$ cat src/hw/rtl/rae_ram.sv
// Generic single-port-write, single-port-read RAM with a registered read.
// No dependencies.
module rae_ram #(
    parameter int WIDTH = 16,
    parameter int DEPTH = 16,
    parameter int AW    = (DEPTH > 1) ? $clog2(DEPTH) : 1
) (
    input  logic             clk,
    input  logic             we,
    input  logic [AW-1:0]    waddr,
    input  logic [WIDTH-1:0] wdata,
    input  logic [AW-1:0]    raddr,
    output logic [WIDTH-1:0] rdata
);

    logic [WIDTH-1:0] mem [DEPTH];
    logic [WIDTH-1:0] rdata_reg;

    always_ff @(posedge clk)
    begin
        if (we)
        begin
            mem[waddr] <= wdata;
        end
        rdata_reg <= mem[raddr];
    end

    assign rdata = rdata_reg;

endmodule

$ cat config.mk
export PLATFORM = sky130hd
export DESIGN_NAME = rae_ram
export DESIGN_NICKNAME = d
export VERILOG_FILES = /design/src/hw/rtl/rae_ram.sv
export SDC_FILE = /design/constraint.sdc
export NUM_CORES = 1
export LEC_CHECK = 0
export ABC_AREA = 1
export BUFFER_PORTS_ARGS = -buffer_cell sky130_fd_sc_hd__buf_4
export CAP_MARGIN = 30
export CORE_MARGIN = 2
export CORE_UTILIZATION = 35
export CTS_CLUSTER_DIAMETER = 60
export CTS_CLUSTER_SIZE = 10
export DETAILED_ROUTE_END_ITERATION = 6
export PLACE_DENSITY = 0.63
export REMOVE_ABC_BUFFERS = 1
export SYNTH_ARGS = -nofsm -noshare
export SYNTH_HDL_FRONTEND = slang
export SYNTH_SLANG_ARGS = --single-unit
$ cat constraint.sdc
create_clock -name clk -period 1.5 [get_ports clk]
set_input_delay 0.3 -clock clk [delete_from_list [all_inputs] [get_ports clk]]
set_output_delay 0.3 -clock clk [all_outputs]
set_load 0.005 [all_outputs]
==> results.toml <==
[outcome]
status = "finished, final reports clean"

[sta]
max_slew_margin_pct = 74.0
grt_setup_unrepaired = "no"
report.final.slew_viol_count = 0
setup_viol = 0
fmax_mhz = 746
clock_skew_ns = 0.0195
fin_crit_ns = 1.34
finalCritPeriodShare_pct = 89.4
setup_ws_ns = 0.159
worst_pin_slew_ns = 0.390
hold_viol_final = 0

[drt]
drt_iter0_markers = 525
vias = 7518
drcViolationCount = 0
drt_pass1_iterations = 6
routed_wl_mm = 27.2
wl_per_cell_um = 16.8
drtAntennaViolNets = 0
viasPerCell = 4.64

[finish]
stdcell_area_mm2 = 0.0135
syn2layout_area_growth_pct = 18.9
multiInputGateArea_mm2 = 0.00236
final_util_pct = 41.9
largest_reg_flops = 256
drive_gt1_share_pct = 13.1
seqCellArea_mm2 = 0.00801
nets = 1185
antennaDiodeCount = 0
final_cells = 1620
n_fill_cell = 3048

[worst_setup_path]
crit_required_ns = 1.20
crit_chain = "buf_4"
critPathCaptureType = "output port"
crit_slowest_cell = "dfxtp_1"
cp_max_fo = 1
crit_path_start_kind = "flop"
cp_top_family = "flip-flops"
critPathKind = "reg2out"
arrival_ns = 1.04
critPathBufInv = 1
max_stage_delay_ns = 0.36
r2r_setup_slack_ns = 0.56

[floorplanning]
start_util_pct = 35.2
die_height_um = 184
die_area_mm2 = 0.0340
die_w_um = 184
io_pins = 42
coreArea_mm2 = 0.0323
rows = 66

[cts]
cts_sinks = 272
post_cts_resized = 0
cts_inserted_buffers = 31
clock_path_buffers = 3
cts_root_buf = "clkbuf_16"
post_cts_buffers = 0
cts_tree = "yes"
cts_hold_buf = 0
clk_latency_ns = 0.56
htree_num_levels = 1
clk_pin_slew_ns = 0.06

[synth]
yosysTopAreaCellShare_pct = 67.5
netlist_area_mm2 = 0.0114
yosys_register_bits = 272
netlist_top_cells_count = "341 x nand2_1, 256 x edfxtp_1, 196 x inv_1, 193 x nand3_1, 19 x buf_2"
async_flop_share_pct = 0
synth_area_leaders = "edfxtp_1 68%, nand2_1 11%, nand3_1 8.5%, inv_1 6.5%, dfxtp_1 2.8%"
seq_area_frac_synth_pct = 70.4
yosys.cell_types.count = 13
synthFlopType = "edfxtp_1"
yosysWarnings = 0
synth.most_common_cell = "nand2_1"
yosys.area.top_type = "edfxtp_1"
syn-mean-instance-area_um2 = 10.6
synth-edff-count = 256
synthCells = 1074

[grt]
grt_util_met2_pct = 27.5
grtUsageMet3_pct = 2.87
grt_pass1_vias = 7455
antenna_found_initial = 0
grt-ovfl-total = 0
grt_use_total_pct = 16.3
busiest_layer = "met2"
grt_pass1_wl_mm = 41.9
grt_max_degree = 45
use_met1_pct = 21.4

[pwr]
ir_drop_mv = 0.933
pwr_density_cell_mw_per_mm2 = 1200
p_leak_nw = 5.77
power.total_w = 0.0162

[placed_design]
placed_cells = 1568
port_buffers = 41
dpl_cell_area_mm2 = 0.0127
pre_cts_ws_ns = -0.0746
hpwl_mm = 16.5
place_congestion = 0.822

[job]
maxCapViolCount = 0

[worst_hold_path]
hold_class = "in2reg"
## per-stage QoR
| stage | TNS [ns] | hold slack, ns |
|---|---|---|
| 6_report | 0 | 0.0619 |
| 4_1_cts | 0 | 0.0494 |
| 2_1_floorplan | -24.27 | 0.399 |
| 5_1_grt | 0 | 0.0607 |
| 3_5_place_dp | -0.949 | 0.623 |
| 3_3_place_gp | -0.646 | 0.617 |
## placed cells by master (no fill, tap or decap)
cell	count
nand2_1	341
edfxtp_1	256
inv_1	196
nand3_1	193
buf_4	85
clkbuf_16	31
clkbuf_1	19
buf_12	18
nor2_2	16
dfxtp_1	16
nand3b_1	2
inv_6	2
clkinv_2	1
inv_2	1
nor2_1	1
## per-layer routing
| metal | vias to the layer above | routed length, µm |
|---|---|---|
| met4 | 0 | 673 |
| met2 | 229 | 12900 |
| li1 | 3638 | - |
| met5 | - | 0 |
| met3 | 39 | 1640 |
| met1 | 3612 | 12000 |
## path summary, 6_finish.rpt
kind                   start           to  depth (start not counted)
setup / recovery    rdata[6]     rdata[6]                          1
hold / removal     wdata[10]  mem[13][10]                          1
setup reg to reg  mem[0][14]    rdata[14]                          6
hold reg to reg    mem[2][1]     rdata[1]                          6
## cells by family (layout without fill, tap and decap cells)
logic type    Yosys count  after routing  share of synthesized area, %
flops                 272            272                          70.4
simple gates          553            553                          20.4
buf+inv               249            353                          9.21
## where the power goes
part	internal [W]	switching, W
registers	0.00850	0.0000515
clock network	0.00381	0.00277
logic	0.000402	0.000710
## layout make-up
type,instances,share of cell area (%)
clock inverter,2,0.129
multi-input combinational,553,17.5
inverter,198,5.50
tap,442,4.09
clock buffer,50,6.26
sequential,272,59.2
timing repair buffer,103,7.38
(Power assumes the default switching activity.)
