File: config.mk
export PLATFORM = sky130hd
export DESIGN_NAME = rae_alu
export DESIGN_NICKNAME = d
export VERILOG_FILES = /design/src/hw/rtl/rae_pkg.sv /design/src/hw/rtl/rae_alu.sv
export SDC_FILE = /design/constraint.sdc
export NUM_CORES = 1
export LEC_CHECK = 0
export BUFFER_PORTS_ARGS = -buffer_cell sky130_fd_sc_hd__buf_2
export CORE_MARGIN = 2
export CORE_UTILIZATION = 62
export DETAILED_ROUTE_END_ITERATION = 10
export GPL_ROUTABILITY_DRIVEN = 1
export GPL_TIMING_DRIVEN = 0
export PLACE_DENSITY = 0.89
export REMOVE_ABC_BUFFERS = 1
export SLEW_MARGIN = 20
export SYNTH_ARGS = -nofsm -noshare
export SYNTH_HDL_FRONTEND = slang
export SYNTH_SLANG_ARGS = --single-unit
File: constraint.sdc
create_clock -name vclk -period 4.07
set_clock_uncertainty 0.1 [all_clocks]
set_input_delay 0.2035 -clock vclk [all_inputs]
set_output_delay 0.2035 -clock vclk [all_outputs]
set_load 0.05 [all_outputs]
File: src/hw/rtl/rae_pkg.sv
// Shared types, codes and sizes for the register ALU instruction executor.
// No dependencies; the interfaces, the ALU and the top level import this package.
package rae_pkg;

    localparam int IMEM_DEPTH = 256;
    localparam int IMEM_AW    = (IMEM_DEPTH > 1) ? $clog2(IMEM_DEPTH) : 1;
    localparam int NUM_REGS   = 16;
    localparam int REG_AW     = 4;
    localparam int WORD_W     = 16;

    localparam logic [WORD_W-1:0] REG_RESET  = 16'd10;
    localparam logic [WORD_W-1:0] RX_MASK    = 16'hE000;
    localparam logic [WORD_W-1:0] RY_MASK    = 16'h1C00;
    localparam logic [WORD_W-1:0] OP_MASK    = 16'h001C;

    typedef enum logic [2:0] {
        REQ_EXEC     = 3'd0,
        REQ_LOAD     = 3'd1,
        REQ_WR_REG   = 3'd2,
        REQ_RD_REG   = 3'd3,
        REQ_RD_INSTR = 3'd4
    } req_type_t;

    typedef enum logic [2:0] {
        OP_ADD = 3'd0,
        OP_SUB = 3'd1,
        OP_AND = 3'd2,
        OP_OR  = 3'd3,
        OP_XOR = 3'd4,
        OP_SHL = 3'd5,
        OP_SHR = 3'd6,
        OP_CMP = 3'd7
    } alu_op_t;

    typedef enum logic [2:0] {
        S_IDLE,
        S_FETCH,
        S_EXEC,
        S_READ,
        S_RESP
    } state_t;

    function automatic logic [REG_AW-1:0] instr_rx(input logic [WORD_W-1:0] w);
        logic [WORD_W-1:0] f;
        f = (w & RX_MASK) >> 13;
        return REG_AW'(f[2:0]);
    endfunction

    function automatic logic [REG_AW-1:0] instr_ry(input logic [WORD_W-1:0] w);
        logic [WORD_W-1:0] f;
        f = (w & RY_MASK) >> 10;
        return REG_AW'(f[2:0]);
    endfunction

    function automatic alu_op_t instr_op(input logic [WORD_W-1:0] w);
        logic [WORD_W-1:0] f;
        f = (w & OP_MASK) >> 2;
        return alu_op_t'(f[2:0]);
    endfunction

endpackage

File: src/hw/rtl/rae_alu.sv
// Eight-operation 16-bit ALU of the executor, purely combinational.
// Depends on rae_pkg for the operation codes.
module rae_alu
    import rae_pkg::*;
(
    input  alu_op_t           op,
    input  logic [WORD_W-1:0] a,
    input  logic [WORD_W-1:0] b,
    output logic [WORD_W-1:0] y
);

    logic big_shift;

    assign big_shift = |b[WORD_W-1:4];

    always_comb
    begin
        case (op)
            OP_ADD: y = a + b;
            OP_SUB: y = a - b;
            OP_AND: y = a & b;
            OP_OR:  y = a | b;
            OP_XOR: y = a ^ b;
            OP_SHL: y = big_shift ? '0 : (a << b[3:0]);
            OP_SHR: y = big_shift ? '0 : (a >> b[3:0]);
            default:
            begin
                if (a == b)
                begin
                    y = 16'd0;
                end
                else if (a > b)
                begin
                    y = 16'd1;
                end
                else
                begin
                    y = 16'd2;
                end
            end
        endcase
    end

endmodule

==> results.rst, run 1 <==
.. list-table::
   :header-rows: 1

   * - Metric
     - Value
   * - Run status
     - finished clean
   * - Count of routing violations after the opening detailed-route iteration
     - 508
   * - Register area
     - 0 um2
   * - Routed wirelength normalized by instance count
     - 20.50 um
   * - Cell area after synthesis
     - 3862 um2
   * - Post-route worst setup slack
     - 0.2627 ns
   * - Die Y
     - 82.93 um
   * - Maximum fanout along the worst path
     - 25
   * - Drt drc
     - 0
   * - Type of the worst min-delay path
     - input pin to output pin
   * - Slew Limit Fails
     - 0
   * - Hpwl dp
     - 10200 um
   * - Number of iterations in the first detailed-routing pass
     - 6
   * - Post-CTS Setup Inserts
     - 0
   * - Source of the worst hold timing path
     - a[14]
   * - Number of fill cells
     - 581
   * - Worst setup slack before clock tree synthesis
     - 0.1858 ns
   * - Final setup violation count
     - 0
   * - Detailed-route via count
     - 4651
   * - Worst-margin pin slew
     - 1.134 ns
   * - Cell accounting for the most synthesized area
     - sky130_fd_sc_hd__ha_1
   * - Maximum number of pins on one net before global-route repair
     - 44
   * - Remaining number of nets flagged by the antenna check after routing
     - 0
   * - Remaining Overflow, GRT
     - 0
   * - Vias in the first global route
     - 4162
   * - Post-synthesis average cell area
     - 6.753 um2
   * - Final period utilization
     - 0.9355
   * - Endpoint kind of the worst setup timing path
     - output pin
   * - Avg Vias per Cell
     - 7.079
   * - Wirelength, routed
     - 13470 um
   * - Placed cell count
     - 657
   * - Minimum period implied by the final worst setup slack
     - 3.807 ns
   * - Area of the core
     - 5956 um2
   * - Top-level I/O count
     - 51
   * - Most frequent standard cell in the layout excluding fill and tap cells
     - sky130_fd_sc_hd__nor2_1
   * - Critical path's slowest cell
     - sky130_fd_sc_hd__ha_1
   * - Hold violation total from the final report
     - 0
   * - Worst setup path startpoint
     - b[2]
   * - Total power per unit cell area
     - 148.6 nW/um2
   * - Relative slew margins
     - 0.2410
   * - Required time at the worst-slack endpoint
     - 3.77 ns
   * - Number of max-cap violations
     - 0
   * - Post-Route Utilization
     - 0.6771
   * - Initial antenna violation count
     - 0
   * - Warning count from the yosys run
     - 0
   * - Final nets
     - 673
   * - Highest cell delay on the worst timing path
     - 0.53 ns
   * - Site Rows
     - 28
   * - Die area
     - 6877 um2
   * - P&R area growth vs syn
     - 4.406%
   * - Number of distinct library cell variants in the gate-level netlist after synthesis
     - 69
   * - Setup tns final
     - 0 ns
   * - Most frequent cells in the layout
     - sky130_fd_sc_hd__nor2_1 (78), sky130_fd_sc_hd__ha_1 (52), sky130_fd_sc_hd__buf_2 (49)
   * - GRT Util Overall
     - 0.3701
   * - Wire length of the first global-routing pass
     - 21250 um
   * - Worst-case vdd ir drop
     - 99.89 uV
   * - RSZ-0062 raised after global routing
     - false
   * - Antenna Cells
     - 0
   * - Input/output buffers
     - 51
   * - Worst Path Arrival
     - 3.50 ns
   * - FF+latch count
     - 0
   * - Starting density of the core
     - 0.6485
   * - Upper clock frequency limit
     - 262.7 MHz
   * - Number of clock buffer instances in the layout
     - 0
   * - Hold slack final
     - 1.090 ns
   * - Die Width
     - 82.93 um
   * - Cell count after synthesis
     - 572
   * - Leakage power total
     - 1.722 nW
   * - Fraction of synthesized cell area taken by the top area cell type
     - 0.1684
   * - Worst Setup Start Kind
     - input pin
   * - Cell type with the highest occurrence count on the critical path
     - sky130_fd_sc_hd__buf_2
   * - Final Non-Filler Cells
     - 657
   * - Leading cell types by total area after synthesis
     - sky130_fd_sc_hd__ha_1 (17%), sky130_fd_sc_hd__nor2_1 (7.6%), sky130_fd_sc_hd__mux4_2 (7.0%)
   * - Hold Buf Count CTS
     - 0
   * - Final weighted congestion in routability-driven placement
     - 0.9998
   * - Crit-path cells
     - buf_2 -> inv_2 -> ha_1 -> nand2b_1 -> a21oi_1 -> o21ai_2 -> a21boi_1 -> o31ai_1 -> o221ai_1 -> a311o_1 -> buf_2
   * - Fraction of layout instances using a drive strength above 1
     - 0.1495
   * - Register area share after synthesis
     - 0
   * - Path type of the worst setup path
     - input pin to output pin
-- where the power goes --
group / internal (W) / switching [W] / total (W)
combinational: 0.000202 / 0.000397 / 0.000599
sequential: 0 / 0 / 0
clock: 0 / 0 / 0
total: 0.000202 / 0.000397 / 0.000599
-- cell families (layout without fill, tap and decap cells) --
family	Yosys count	count (layout)	synth area share
buf+inv	92	102	0.09718
simple gates	195	195	0.2358
fa+ha+maj	54	54	0.1788
compound gates	195	195	0.3557
mux	28	28	0.1143
xor+xnor	8	8	0.01814
-- synth_stat cells (all sizes together) (9+ instances only) --
cell,instances
buf,17
a31oi,9
nand2,40
ha,52
clkbuf,24
nand3,13
inv,51
nor3,14
nand2b,10
mux4,12
o21ai,44
nor2,79
a21oi,38
o211ai,13
mux2,9
a211oi,15
a221oi,11
-- per-layer routing --
layer	GRT usage	up-vias	part of all wire
met5	0	-	0
met4	0.1028	0	0.028
met3	0.05964	51	0.11
met2	0.6019	326	0.46
met1	0.5054	2138	0.40
li1	-	2136	-
-- area by class of cell --
class	count	area [um2]	area share
well taps	75	93.84	0.02327
multi-input cells	480	3487	0.8647
inverters	51	191.4	0.04747
repair buffers	51	260.3	0.06454
-- critical path: cells and delay by family --
family / cells / cell delay, ns
AO/OA/AOI/OAI: 6 / 1.71
buffers and inverters: 3 / 0.91
adder cells (fa/ha/maj): 1 / 0.53
AND/OR/NAND/NOR: 1 / 0.15
-- worst paths after layout --
path,to,slack (ns),depth (start not counted)
worst min-delay path,y[14],1.09,7
worst max-delay path,y[0],0.26,11
-- repair_timing --
action                     CTS  global route
setup endpoints to repair    0             1
hold endpoints to repair     0             0
resized for setup            0             2
-- per-stage QoR --
stage / total power (W) / area, um2
finish: 0.0005994 / 4033
global route: 0.0006436 / 4033
global placement: 0.0005656 / 4028
floorplan: 0.0004057 / 3679
CTS: 0.0005825 / 4028
detailed placement: 0.0005808 / 4028
Power figures use the tool's default switching activity.
==> run 2, diff against run 1 <==
- CORE_MARGIN: 2 -> 3
- SLEW_MARGIN: 20 -> 15
==> results.rst, run 2 (same netlist as run 1, synthesis figures left out) <==
.. list-table::
   :header-rows: 1

   * - Metric
     - Value
   * - Fraction of layout instances using a drive strength above 1
     - 0.1495
   * - Hpwl dp
     - 10380 um
   * - Final weighted congestion in routability-driven placement
     - 1.006
   * - Final nets
     - 673
   * - Remaining number of nets flagged by the antenna check after routing
     - 0
   * - Slew Limit Fails
     - 0
   * - Highest cell delay on the worst timing path
     - 0.55 ns
   * - Run status
     - finished clean
   * - Number of iterations in the first detailed-routing pass
     - 5
   * - Most frequent standard cell in the layout excluding fill and tap cells
     - sky130_fd_sc_hd__nor2_1
   * - Total area of multi-input combinational cells
     - 3487 um2
   * - Register area
     - 0 um2
   * - Upper clock frequency limit
     - 263.3 MHz
   * - Post-CTS Setup Inserts
     - 0
   * - Top cell family by delay on the critical path
     - compound AO/OA/AOI/OAI gates
   * - Number of buffer and inverter stages on the critical path
     - 3
   * - Critical path's slowest cell
     - sky130_fd_sc_hd__ha_1
   * - Worst Setup Start Kind
     - input pin
   * - Hold violation total from the final report
     - 0
   * - Routed wirelength normalized by instance count
     - 20.53 um
   * - FF+latch count
     - 0
   * - Worst hold endpoint
     - y[14]
   * - Site Rows
     - 28
   * - Hold path depth
     - 7
   * - Source of the worst hold timing path
     - b[14]
   * - Depth of the critical timing path with buffers and inverters included
     - 11
   * - Input/output buffers
     - 51
   * - Detailed-route via count
     - 4627
   * - Worst-margin pin slew
     - 1.085 ns
   * - Post-route worst setup slack
     - 0.2715 ns
   * - Relative slew margins
     - 0.2737
   * - Worst-case vdd ir drop
     - 118.8 uV
   * - Most frequent cells in the layout
     - sky130_fd_sc_hd__nor2_1 (78), sky130_fd_sc_hd__ha_1 (52), sky130_fd_sc_hd__buf_2 (49)
   * - Die Width
     - 84.93 um
   * - Endpoint kind of the worst setup timing path
     - output pin
   * - Avg Vias per Cell
     - 7.043
   * - Starting density of the core
     - 0.6447
   * - Leakage power total
     - 1.722 nW
   * - Area of the core
     - 5991 um2
   * - Drt drc
     - 0
   * - Initial antenna violation count
     - 0
   * - Wirelength, routed
     - 13490 um
   * - Number of fill cells
     - 555
   * - Hold Buf Count CTS
     - 0
   * - Remaining Overflow, GRT
     - 0
   * - Wire length of the first global-routing pass
     - 21380 um
   * - Vias in the first global route
     - 4115
   * - Maximum number of pins on one net before global-route repair
     - 44
   * - Number of clock buffer instances in the layout
     - 0
   * - Maximum fanout along the worst path
     - 25
   * - Cell type with the highest occurrence count on the critical path
     - sky130_fd_sc_hd__buf_2
   * - Type of the worst min-delay path
     - input pin to output pin
   * - Count of routing violations after the opening detailed-route iteration
     - 531
   * - Path type of the worst setup path
     - input pin to output pin
   * - Setup tns final
     - 0 ns
   * - Worst setup slack before clock tree synthesis
     - 0.1653 ns
   * - RSZ-0062 raised after global routing
     - false
   * - GRT Util Overall
     - 0.3613
   * - Worst Path Arrival
     - 3.50 ns
   * - Crit-path cells
     - buf_2 -> inv_2 -> ha_1 -> nand2b_1 -> a21oi_1 -> o21ai_2 -> a21boi_1 -> o31ai_1 -> o221ai_1 -> a311o_1 -> buf_2
   * - Top-level I/O count
     - 51
   * - Required time at the worst-slack endpoint
     - 3.77 ns
   * - Number of max-cap violations
     - 0
   * - Final period utilization
     - 0.9333
   * - Total power per unit cell area
     - 148.7 nW/um2
   * - P&R area growth vs syn
     - 4.406%
   * - Final setup violation count
     - 0
   * - Antenna Cells
     - 0
   * - Die area
     - 7213 um2
   * - Die Y
     - 84.93 um
   * - Minimum period implied by the final worst setup slack
     - 3.799 ns
[run 2: cell type report]
type	instances	share of cell area
timing repair buffer	51	0.06454
tap	75	0.02327
inverter	51	0.04747
multi-input combinational	480	0.8647
[run 2: what timing repair did]
item                                    CTS  global route
endpoints found under the setup margin    0             3
hold endpoints to repair                  0             0
gates resized for setup                   0             2
[run 2: how the worst max path moves through the flow]
stage          start     to
3_5_place_dp    b[0]   y[0]
6_report        b[2]   y[0]
5_1_grt         b[2]   y[0]
4_1_cts         b[0]   y[0]
2_1_floorplan   b[2]  y[11]
3_3_place_gp    b[1]   y[0]
[run 2: where the power goes]
group	leakage (nW)	internal (W)	switching (W)	total (W)
logic	1.72	0.000202	0.000397	0.000600
clock network	0	0	0	0
registers	0	0	0	0
total	1.72	0.000202	0.000397	0.000600
[run 2: per-layer routing]
metal | vias up | global-route usage | share of wire
li1 | 2133 | - | -
met1 | 2121 | 0.4953 | 0.38
met2 | 319 | 0.5936 | 0.46
met3 | 54 | 0.04272 | 0.13
met4 | 0 | 0.1094 | 0.035
met5 | - | 0 | 0
[run 2: through the flow]
stage / area (um2) / utilization / power (W) / std cells / hold slack (ns)
floorplan: 3679 / - / 0.0004057 / 531 / 0.7316
global placement: 4028 / 0.6723 / 0.0005712 / 657 / 1.056
detailed placement: 4028 / 0.6723 / 0.0005813 / 657 / 1.078
CTS: 4028 / 0.6723 / 0.0005831 / 657 / 1.079
global route: 4033 / 0.6731 / 0.0006438 / 657 / 1.121
finish: 4033 / 0.6731 / 0.0005995 / 657 / 1.102
